## src/hw/rtl/rbad_pkg.sv

```systemverilog
package rbad_pkg;

    localparam int DEF_MAX_DST_WIDTH = 4096;
    localparam int DEF_MAX_SRC_DIM   = 16384;

    localparam int SUM_W   = 36;
    localparam int COUNT_W = 29;
    localparam int ENTRY_W = 3 * SUM_W + COUNT_W;

    // Register indexes (paddr[3:2])
    typedef enum logic [1:0] {
        REG_SRC_WIDTH  = 2'd0,
        REG_SRC_HEIGHT = 2'd1,
        REG_DST_WIDTH  = 2'd2,
        REG_DST_HEIGHT = 2'd3
    } rbad_reg_t;

    typedef enum logic [2:0] {
        ST_PREP_LOAD,
        ST_PREP_RUN,
        ST_INIT,
        ST_IDLE,
        ST_RMW,
        ST_DIV
    } rbad_state_t;

    // Request to the averaging divider
    typedef struct packed {
        logic               start;
        logic [SUM_W-1:0]   red_sum;
        logic [SUM_W-1:0]   green_sum;
        logic [SUM_W-1:0]   blue_sum;
        logic [COUNT_W-1:0] count;
    } rbad_avg_req_t;

    // Status and results of the averaging divider
    typedef struct packed {
        logic       busy;
        logic [7:0] red;
        logic [7:0] green;
        logic [7:0] blue;
    } rbad_avg_res_t;

endpackage

```

## src/hw/rtl/rbad_avg.sv

```systemverilog
// Three-channel sum/count divider, one quotient bit per cycle.
// The average of 8-bit samples is below 256, so eight steps suffice.
module rbad_avg (
    input  logic                  clk,
    input  logic                  rst_n,
    input  rbad_pkg::rbad_avg_req_t req,
    output rbad_pkg::rbad_avg_res_t res
);

    logic [2:0][rbad_pkg::SUM_W-1:0] rem_reg;
    logic [2:0][rbad_pkg::SUM_W-1:0] rem_next;
    logic [2:0][7:0]                 quo_reg;
    logic [2:0][7:0]                 quo_next;
    logic [rbad_pkg::SUM_W-1:0]      dsr_reg;
    logic [2:0]                      cnt_reg;
    logic                            busy_reg;

    // One restoring step on each channel
    always_comb
    begin
        for (int i = 0; i < 3; i++)
        begin
            if (rem_reg[i] >= dsr_reg)
            begin
                rem_next[i] = rem_reg[i] - dsr_reg;
                quo_next[i] = {quo_reg[i][6:0], 1'b1};
            end
            else
            begin
                rem_next[i] = rem_reg[i];
                quo_next[i] = {quo_reg[i][6:0], 1'b0};
            end
        end
    end

    // Control
    always_ff @(posedge clk or negedge rst_n)
    begin
        if (!rst_n)
        begin
            busy_reg <= 1'b0;
            cnt_reg  <= 3'd0;
        end
        else if (req.start)
        begin
            busy_reg <= 1'b1;
            cnt_reg  <= 3'd0;
        end
        else if (busy_reg)
        begin
            cnt_reg <= cnt_reg + 3'd1;
            if (cnt_reg == 3'd7)
            begin
                busy_reg <= 1'b0;
            end
        end
    end

    // Datapath
    always_ff @(posedge clk)
    begin
        if (req.start)
        begin
            rem_reg[0] <= req.red_sum;
            rem_reg[1] <= req.green_sum;
            rem_reg[2] <= req.blue_sum;
            dsr_reg    <= {req.count, 7'b0};
        end
        else if (busy_reg)
        begin
            rem_reg <= rem_next;
            quo_reg <= quo_next;
            dsr_reg <= dsr_reg >> 1;
        end
    end

    assign res.busy  = busy_reg;
    assign res.red   = quo_reg[0];
    assign res.green = quo_reg[1];
    assign res.blue  = quo_reg[2];

endmodule

```

## config.mk

```make
export PLATFORM = sky130hd
export DESIGN_NAME = rbad_avg
export DESIGN_NICKNAME = d
export VERILOG_FILES = /design/src/hw/rtl/rbad_pkg.sv /design/src/hw/rtl/rbad_avg.sv
export SDC_FILE = /design/constraint.sdc
export NUM_CORES = 1
export LEC_CHECK = 0
export CAP_MARGIN = 20
export CORE_ASPECT_RATIO = 0.8
export CORE_MARGIN = 4
export CORE_UTILIZATION = 60
export CTS_BUF_LIST = sky130_fd_sc_hd__clkbuf_16
export CTS_CLUSTER_DIAMETER = 200
export DETAILED_ROUTE_END_ITERATION = 10
export DONT_BUFFER_PORTS = 1
export HOLD_SLACK_MARGIN = 0.06
export PLACE_DENSITY = 0.77
export REMOVE_ABC_BUFFERS = 1
export SETUP_SLACK_MARGIN = 0.2
export SLEW_MARGIN = 20
export SYNTH_ARGS = -nofsm -noshare
export SYNTH_HDL_FRONTEND = slang
export SYNTH_SLANG_ARGS = --single-unit
```

## constraint.sdc

```tcl
create_clock -name clk -period 5.9 [get_ports clk]
set_input_delay 0.59 -clock clk [delete_from_list [all_inputs] [get_ports clk]]
set_output_delay 0.59 -clock clk [all_outputs]
set_load 0.05 [all_outputs]
```

==> summary.md, run 1 <==
| Metric | Value |
|---|---|
| Share of layout cells above drive strength 1 | 0.0442 |
| Resize count post-CTS | 0 |
| Syn avg cell area | between 9 and 10 um^2 |
| Sw Share | 0.452 |
| Clk pin slew, worst setup/hold paths | 0.08 ns |
| RSZ-0062 raised after global routing | no |
| VDD IR max | 0.329 mV |
| Core Rows | 47 |
| Initial Util | 0.621 |
| Placed Area | ~13000 um^2 |
| Most common cell in the synthesized netlist | nand2_1 |
| DRC viols | 0 |
| Grt total ovfl | 0 |
| Share of synthesized registers carrying an async set or reset | 0.0233 |
| Slew headroom | 0.454 |
| Vias per inst | 6.55 |
| Least-Margin Pin Slew | 0.817 ns |
| Worst-path maximum fanout | 20 |
| Largest net degree at the start of global routing | ~260 |
| CP startpoint | dsr_reg[0] |
| Vias | 10700 |
| WL/cell | approximately 22 um |
| Synthesis-to-finish area growth | 4.27% |
| Setup TNS | 0 ns |
| Layout Cells excl Fill | 1627 |
| Post-Synth XOR/XNOR Area | 0.0558 |
| Hold EP | cnt_reg[0] |
| Critical path class | flip-flop to flip-flop |
| Post-synth EDFFs | 161 |
| Routability cong. | 1.07 |
| Area leader, netlist | edfxtp_1 |
| Worst r2r dst | rem_reg[88] |
| Fmax | 0.244 GHz |
| Clock power share | 0.136 |
| NetSw | ~3.8 mW |
| Clk sinks | 172 |
| Insertion delay to the later sink of the worst-skew pair | 0.45 ns |
| Initial DRC Count | 1149 |
| Final Cell Area | roughly 14000 um^2 |
| First-pass GRT wire length | 54.1 mm |
| CP endpoint kind | flip-flop |
| Worst hold start | req[137] |
| DIE WIDTH | about 170 um |
| Core Region | 21000 um^2 |
| Setup violators final | 0 |
| Sequential area share after synthesis | 0.389 |
| Fin. max-slew vios | 0 |
| Vias in the first global route | 9770 |
| H-tree Lvls | 4 |
| DRT Pass-1 Iters | 7 |
| DRT antenna net count | 0 |
| Yosys cell types | 77 |
| Worst EP required | 6.02 ns |
| Final hold viol count | 0 |
| Post-layout minimum cycle time | about 4.1 ns |
| Power Density | between 600 and 700 nW/um^2 |
| Yosys warnings | 0 |
| Outcome | completed |
| Worst-case reg-to-reg path depth | 13 |
| Die area | 24200 um^2 |
| Placed instance count | 1594 |
| Final nets | 1598 |
| Post-synthesis mux area share | 0.0136 |
| Ports | around 170 |
| Adder-Cell Fraction of Synth Area | 0.110 |
| Syn Inst Count | 1404 |
| Synth Flop Type | edfxtp_1 |
| Worst Hold Depth | 1 |
| Setup crit start kind | flip-flop |
| GRT Overall Usage | 0.284 |
| Post-Synth Simple-Gate Area | 0.145 |
| Final WL | 35.0 mm |
| Comb pwr share | 0.586 |
| Largest register FFs | 108 |
| Sequential Power Share | 0.278 |
| CTS Buf Count | 17 |
| Max-Cap Viols | 0 |
| Detail Placement HPWL | 26.3 mm |
| Post-synth top cells | 177 x nand2_1, 161 x edfxtp_1, 125 x o21ai_0 |
| Worst-case clock buffer depth | 2 |
| Mapped Area | ~13000 um^2 |
| P_leak | 5.60 nW |
| Min-Delay Path Class | primary input to flip-flop |
| Reg-to-reg slack, setup | 1.79 ns |
| Compound-cell area share of the yosys netlist | 0.235 |
| Initial antenna violation count | 0 |
| Critical path arrival | 4.23 ns |
| Antenna fix cells | 0 |
| Yosys reg bits | 172 |
| TritonCTS clock tree | done |
| Largest family of logic cells by synthesized area | compound AO/OA/AOI/OAI gates |
| Port buffer count | 0 |
| Final Skew | about 0.014 ns |
| Root buf cell | clkbuf_16 |
| Height of the chip | 140 um |
| Synth top area cells | edfxtp_1 37%, ha_1 11%, nand2_1 5.1% |
| Worst r2r src | dsr_reg[0] |
| Share of Yosys cell area claimed by the top area cell type | 0.371 |
| Internal power | 4.55 mW |
| Final period util | 0.696 |
## power by group through the flow
stage	sequential, mW	clock [mW]	combinational [mW]
finish	2.31	1.13	4.86
global placement	2.33	0	4.69
detailed placement	2.32	0	4.72
floorplan	2.25	0	3.76
global route	2.35	1.19	5.37
CTS	2.31	1.14	4.76
## critical path, stage by stage, from the launching register on
cell,delay [ns]
dfxtp_1,0.38
ha_1,0.23
inv_1,0.07
fa_1,0.21
a21o_1,0.17
a31oi_1,0.15
o311a_1,0.43
o31ai_1,0.38
o21ai_0,0.18
nand3_1,0.11
a21oi_1,0.07
o31ai_1,0.30
a21o_1,0.67
buf_4,0.42
## final cells by class
cell class | count | area [um^2]
Clock inverter | 15 | 151
Clock buffer | 17 | 425
Inverter | 66 | 248
Fill cell | 1731 | 7400
Timing Repair Buffer | 7 | 55.1
Tap cell | 269 | 337
Multi-Input combinational cell | 1081 | 7300
Sequential cell | 172 | 5070
## layer usage
layer	up-vias	part of all wire	global-route usage
li1	5102	-	-
met1	5041	0.48	0.444
met2	487	0.42	0.407
met3	31	0.091	0.0567
met4	0	0.012	0.0584
met5	-	0	0
## through the flow
stage / hold slack, ns / utilization / setup WS, ns / power, mW
2_1_floorplan: 0.294 / - / 2.31 / 6.00
3_3_place_gp: 0.295 / 0.620 / 2.02 / 7.02
3_5_place_dp: 0.295 / 0.620 / 1.80 / 7.04
4_1_cts: 0.229 / 0.648 / 1.83 / 8.20
5_1_grt: 0.237 / 0.648 / 1.53 / 8.92
6_report: 0.259 / 0.648 / 1.79 / 8.30
## placed cells by master, fill, tap and decap left out, types with 14 or more instances in the layout
cell type	count
a21oi_1	95
a21o_1	68
o21ai_0	125
inv_1	65
nor2b_1	15
a211oi_1	14
o21a_1	21
xor2_1	32
nand3_1	28
xnor2_1	51
nand4_1	24
o31ai_1	28
edfxtp_1	161
ha_1	110
o21bai_1	15
clkbuf_16	17
nor2_1	59
a22o_1	21
nor3_1	24
nand2_1	177
## worst max-delay path by stage
stage	endpoint	slack [ns]	depth (start not counted)
after floorplan	res[0]	2.31	2
after global placement	rem_reg[37]	2.02	12
after detailed placement	rem_reg[72]	1.80	13
after CTS	rem_reg[74]	1.83	13
after global routing	rem_reg[82]	1.53	12
final	rem_reg[88]	1.79	13
## what timing repair did
| item | in CTS | in global routing |
|---|---|---|
| hold buffers | 1 | 0 |
| setup buffers | 0 | 0 |
| endpoints found under the hold margin | 4 | 0 |
## logic make-up (layout without fill, tap and decap cells)
kind of cell,after synthesis,in the layout
AOI/OAI and AO/OA,468,468
and+or+nand+nor,400,400
DFF,172,172
buffers and inverters,151,105
adders and majority gates,113,113
xor gates and xnor gates,83,83
muxes,17,17
Note: power is estimated with default switching activity, not from simulation.
==> run 2, diff against run 1 <==
ABC_AREA = 1   (was not set)
clock period = 4.2 ns   (was 5.9 ns; I/O delays follow)
==> run 2 against run 1 <==
  * Synthesized area is 13% higher
  * Global-route usage is 3.4 points higher
  * Via count is 31% higher
  * Register-to-register slack worse by 0.63 ns
  * Die area is 12% higher
  * Worst setup slack worse by 0.63 ns
  * Sequential cell count stayed put
  * Total power is 49% higher
  * First-iteration DRC count is 4.1% higher
  * Clock power is 43% higher
  * Hold slack worse by 0.11 ns
  * Clock skew is 0.0038 ns higher
  * Critical path type unchanged
  * Critical endpoint is now rem_reg[15]
  * Largest power group unchanged
==> summary.md, run 2 <==
| Metric | Value |
|---|---|
| Final hold viol count | 0 (unchanged) |
| Worst-case reg-to-reg path depth | 16 (+3) |
| Clk pin slew, worst setup/hold paths | 0.09 ns (about the same) |
| Synthesis-to-finish area growth | 5.47% |
| Critical path arrival | 3.12 ns (-1.11 ns) |
| Post-synth top cells | 807 x nand2_1, 325 x inv_1, 163 x nor2_1 |
| VDD IR max | 0.444 mV (+35%) |
| Area of the multi-input gates | 8110 um^2 (+11%) |
| Share of layout cells above drive strength 1 | 0.0477 (+0.00352) |
| Critical path class | flip-flop to flip-flop |
| Worst-case clock buffer depth | 2 (unchanged) |
| H-tree Lvls | 4 (unchanged) |
| Syn avg cell area | 6.78 um^2 (-27%) |
| GRT Overall Usage | 0.318 (+0.0340) |
| Die area | 27100 um^2 (+12%) |
| Most common cell in the synthesized netlist | nand2_1 |
| Yosys reg bits | 172 (unchanged) |
| Final WL | 43.5 mm (+24%) |
| Reg-to-reg slack, setup | 1.16 ns (-0.63 ns) |
| Final period util | 0.724 (+0.0280) |
| Yosys cell types | 39 (-49%) |
| Fmax | 0.329 GHz (+35%) |
| Post-synth EDFFs | 161 (unchanged) |
| Slew headroom | 0.334 (-0.120) |
| Syn Inst Count | 2168 (+54%) |
| Filler cell count | 2170 (+25%) |
| Final Skew | 0.0180 ns (+0.00375 ns) |
| Power Density | 797 nW/um^2 (+30%) |
| DIE WIDTH | 183 um (+5.9%) |
| Insertion delay to the later sink of the worst-skew pair | 0.45 ns (about the same) |
| Core Region | 23800 um^2 (+13%) |
| Vias per inst | 5.65 (-14%) |
| Share of synthesized registers carrying an async set or reset | 0.0233 (unchanged) |
| Comb pwr share | 0.613 (+0.027) |
| Height of the chip | 148 um (+5.8%) |
| Outcome | completed |
| CP endpoint kind | flip-flop |
| Mapped Area | 14700 um^2 (+13%) |
| First-pass GRT wire length | 67.5 mm (+25%) |
| Vias in the first global route | 13300 (+37%) |
| Clk sinks | 172 (unchanged) |
| Synth Flop Type | edfxtp_1 |
| DRT antenna net count | 0 (unchanged) |
| Commonest non-fill, non-tap cell in the layout | nand2_1 |
| Root buf cell | clkbuf_16 |
| Resize count post-CTS | 0 (unchanged) |
| Sw Share | 0.504 (+0.0515) |
| Clock power share | 0.131 (-0.005) |
| Commonest non-fill, non-tap cells in the layout | 807 x nand2_1, 326 x inv_1, 162 x nor2_1 |
| Largest register FFs | 108 (unchanged) |
| Core Rows | 50 (+6.4%) |
| Worst r2r dst | rem_reg[15] |
| Setup crit start kind | flip-flop |
| Setup TNS | 0 ns (unchanged) |
| TritonCTS clock tree | done |
| Sequential area share after synthesis | 0.345 (-0.0439) |
| Area leader, netlist | edfxtp_1 |
| Least-Margin Pin Slew | 0.998 ns (+0.181 ns) |
| CTS Buf Count | 17 (unchanged) |
| Fin. max-slew vios | 0 (unchanged) |
| Share of Yosys cell area claimed by the top area cell type | 0.329 (-0.0418) |
| Routability cong. | 0.942 (-12%) |
| Synth top area cells | edfxtp_1 33%, nand2_1 21%, ha_1 9.4% |
| Worst r2r src | dsr_reg[0] |
| Setup crit end | rem_reg[15] |
| Min-Delay Path Class | primary input to flip-flop |
| DRT Pass-1 Iters | 6 (-1) |
| Vias | 14000 (+31%) |
| Worst-path maximum fanout | 36 (+80%) |
| WL/cell | 17.6 um (-18%) |
| DRC viols | 0 (unchanged) |
| Internal power | 6.13 mW (+35%) |
| Initial Util | 0.618 (-0.00286) |
| Port buffer count | 0 (unchanged) |
| Ports | 165 (unchanged) |
| Initial antenna violation count | 0 (unchanged) |
| RSZ-0062 raised after global routing | no |
| Largest net degree at the start of global routing | 180 (-30%) |
| Detail Placement HPWL | 34.2 mm (+30%) |
| CP startpoint | dsr_reg[0] |
| Setup violators final | 0 (unchanged) |
| Initial DRC Count | 1196 (+4.1%) |
| Sequential Power Share | 0.256 (-0.022) |
| Worst hold start | req[68] |
| Grt total ovfl | 0 (unchanged) |
| Final nets | 2399 (+50%) |
| Max-Cap Viols | 0 (unchanged) |
| Worst EP required | 4.28 ns (-1.74 ns) |
| Register area | 5070 um^2 (unchanged) |
| Worst Hold Slack | 0.148 ns (-0.111 ns) |
| NetSw | 6.22 mW (+66%) |
| Yosys warnings | 0 (unchanged) |
| P_leak | 7.86 nW (+40%) |
| Antenna fix cells | 0 (unchanged) |
| Post-layout minimum cycle time | 3.04 ns (-1.07 ns) |
==> run 2: changes by cell type in the layout (fill, tap and decap cells not counted), moves of 28 or more <==
cell | previous run | this run
xor2_1 | 32 | 0
nor2_1 | 59 | 162
nand3_1 | 28 | 146
a21o_1 | 68 | 0
nand2_1 | 177 | 807
inv_1 | 65 | 326
o31ai_1 | 28 | 0
==> run 2: what timing repair did <==
item	in CTS	in global routing
hold endpoints to repair	4	0
hold buffers	1	0
buffers inserted	0	0
==> run 2: power groups by stage <==
| stage | clock (mW) | combinational (mW) | sequential [mW] |
|---|---|---|---|
| after floorplan | 0 | 5.70 | 3.07 |
| after global placement | 0 | 7.19 | 3.16 |
| after detailed placement | 0 | 7.35 | 3.17 |
| after CTS | 1.62 | 7.42 | 3.15 |
| after global routing | 1.71 | 8.53 | 3.20 |
| final | 1.62 | 7.57 | 3.16 |
==> run 2: layer usage <==
metal | global-route usage | wire (um) | up-vias
met5 | 0 | 0 | -
met4 | 0.0815 | 942 | 0
met3 | 0.0465 | 3420 | 70
met2 | 0.514 | 19700 | 619
met1 | 0.451 | 19400 | 6359
li1 | - | - | 6904
==> run 2: final cells by class <==
| class | instances | share of cell area |
|---|---|---|
| Inverter | 330 | 0.0799 |
| Multi-Input combinational cell | 1614 | 0.523 |
| Sequential cell | 172 | 0.327 |
| Clock inverter | 15 | 0.0117 |
| Clock buffer | 17 | 0.0274 |
| Tap cell | 312 | 0.0252 |
| Timing Repair Buffer | 11 | 0.00549 |
==> run 2: cell families after synthesis <==
family / synth area share
compound gates: 0.0873
xor+xnor: 0.0161
fa+ha+maj: 0.0977
buf+inv: 0.103
flops: 0.345
simple gates: 0.350
==> run 2: worst min path at each step <==
stage / to / slack (ns) / cells past startpoint
after floorplan: busy_reg / 0.12 / 0
after global placement: cnt_reg[0] / 0.12 / 0
after detailed placement: busy_reg / 0.12 / 0
after CTS: rem_reg[77] / 0.14 / 2
after global routing: rem_reg[39] / 0.14 / 2
final: rem_reg[39] / 0.15 / 2
==> run 2: through the flow <==
step / area (um^2) / total power, mW / utilization / cells / setup slack, ns
2_1_floorplan: 14400 / 8.77 / - / 2116 / 1.14
3_3_place_gp: 14900 / 10.4 / 0.626 / 2438 / 1.34
3_5_place_dp: 14900 / 10.5 / 0.626 / 2438 / 1.26
4_1_cts: 15500 / 12.2 / 0.652 / 2471 / 1.23
5_1_grt: 15500 / 13.4 / 0.652 / 2471 / 0.990
6_report: 15500 / 12.3 / 0.652 / 2471 / 1.16
==> run 2: critical path, cell delays in order (launching register included) <==
cell and delay [ns]:
dfxtp_1 0.41, ha_1 0.26, fa_1 0.37, inv_1 0.12, nand3_1 0.10, nand3_2 0.10, nand2_1 0.07, nand2_2 0.08
nand2_1 0.05, nand2_1 0.14, nand2_1 0.14, nand2_1 0.12, nand2_1 0.06, nand2_2 0.07, nand2_1 0.04, nand2_1 0.08
buf_4 0.41
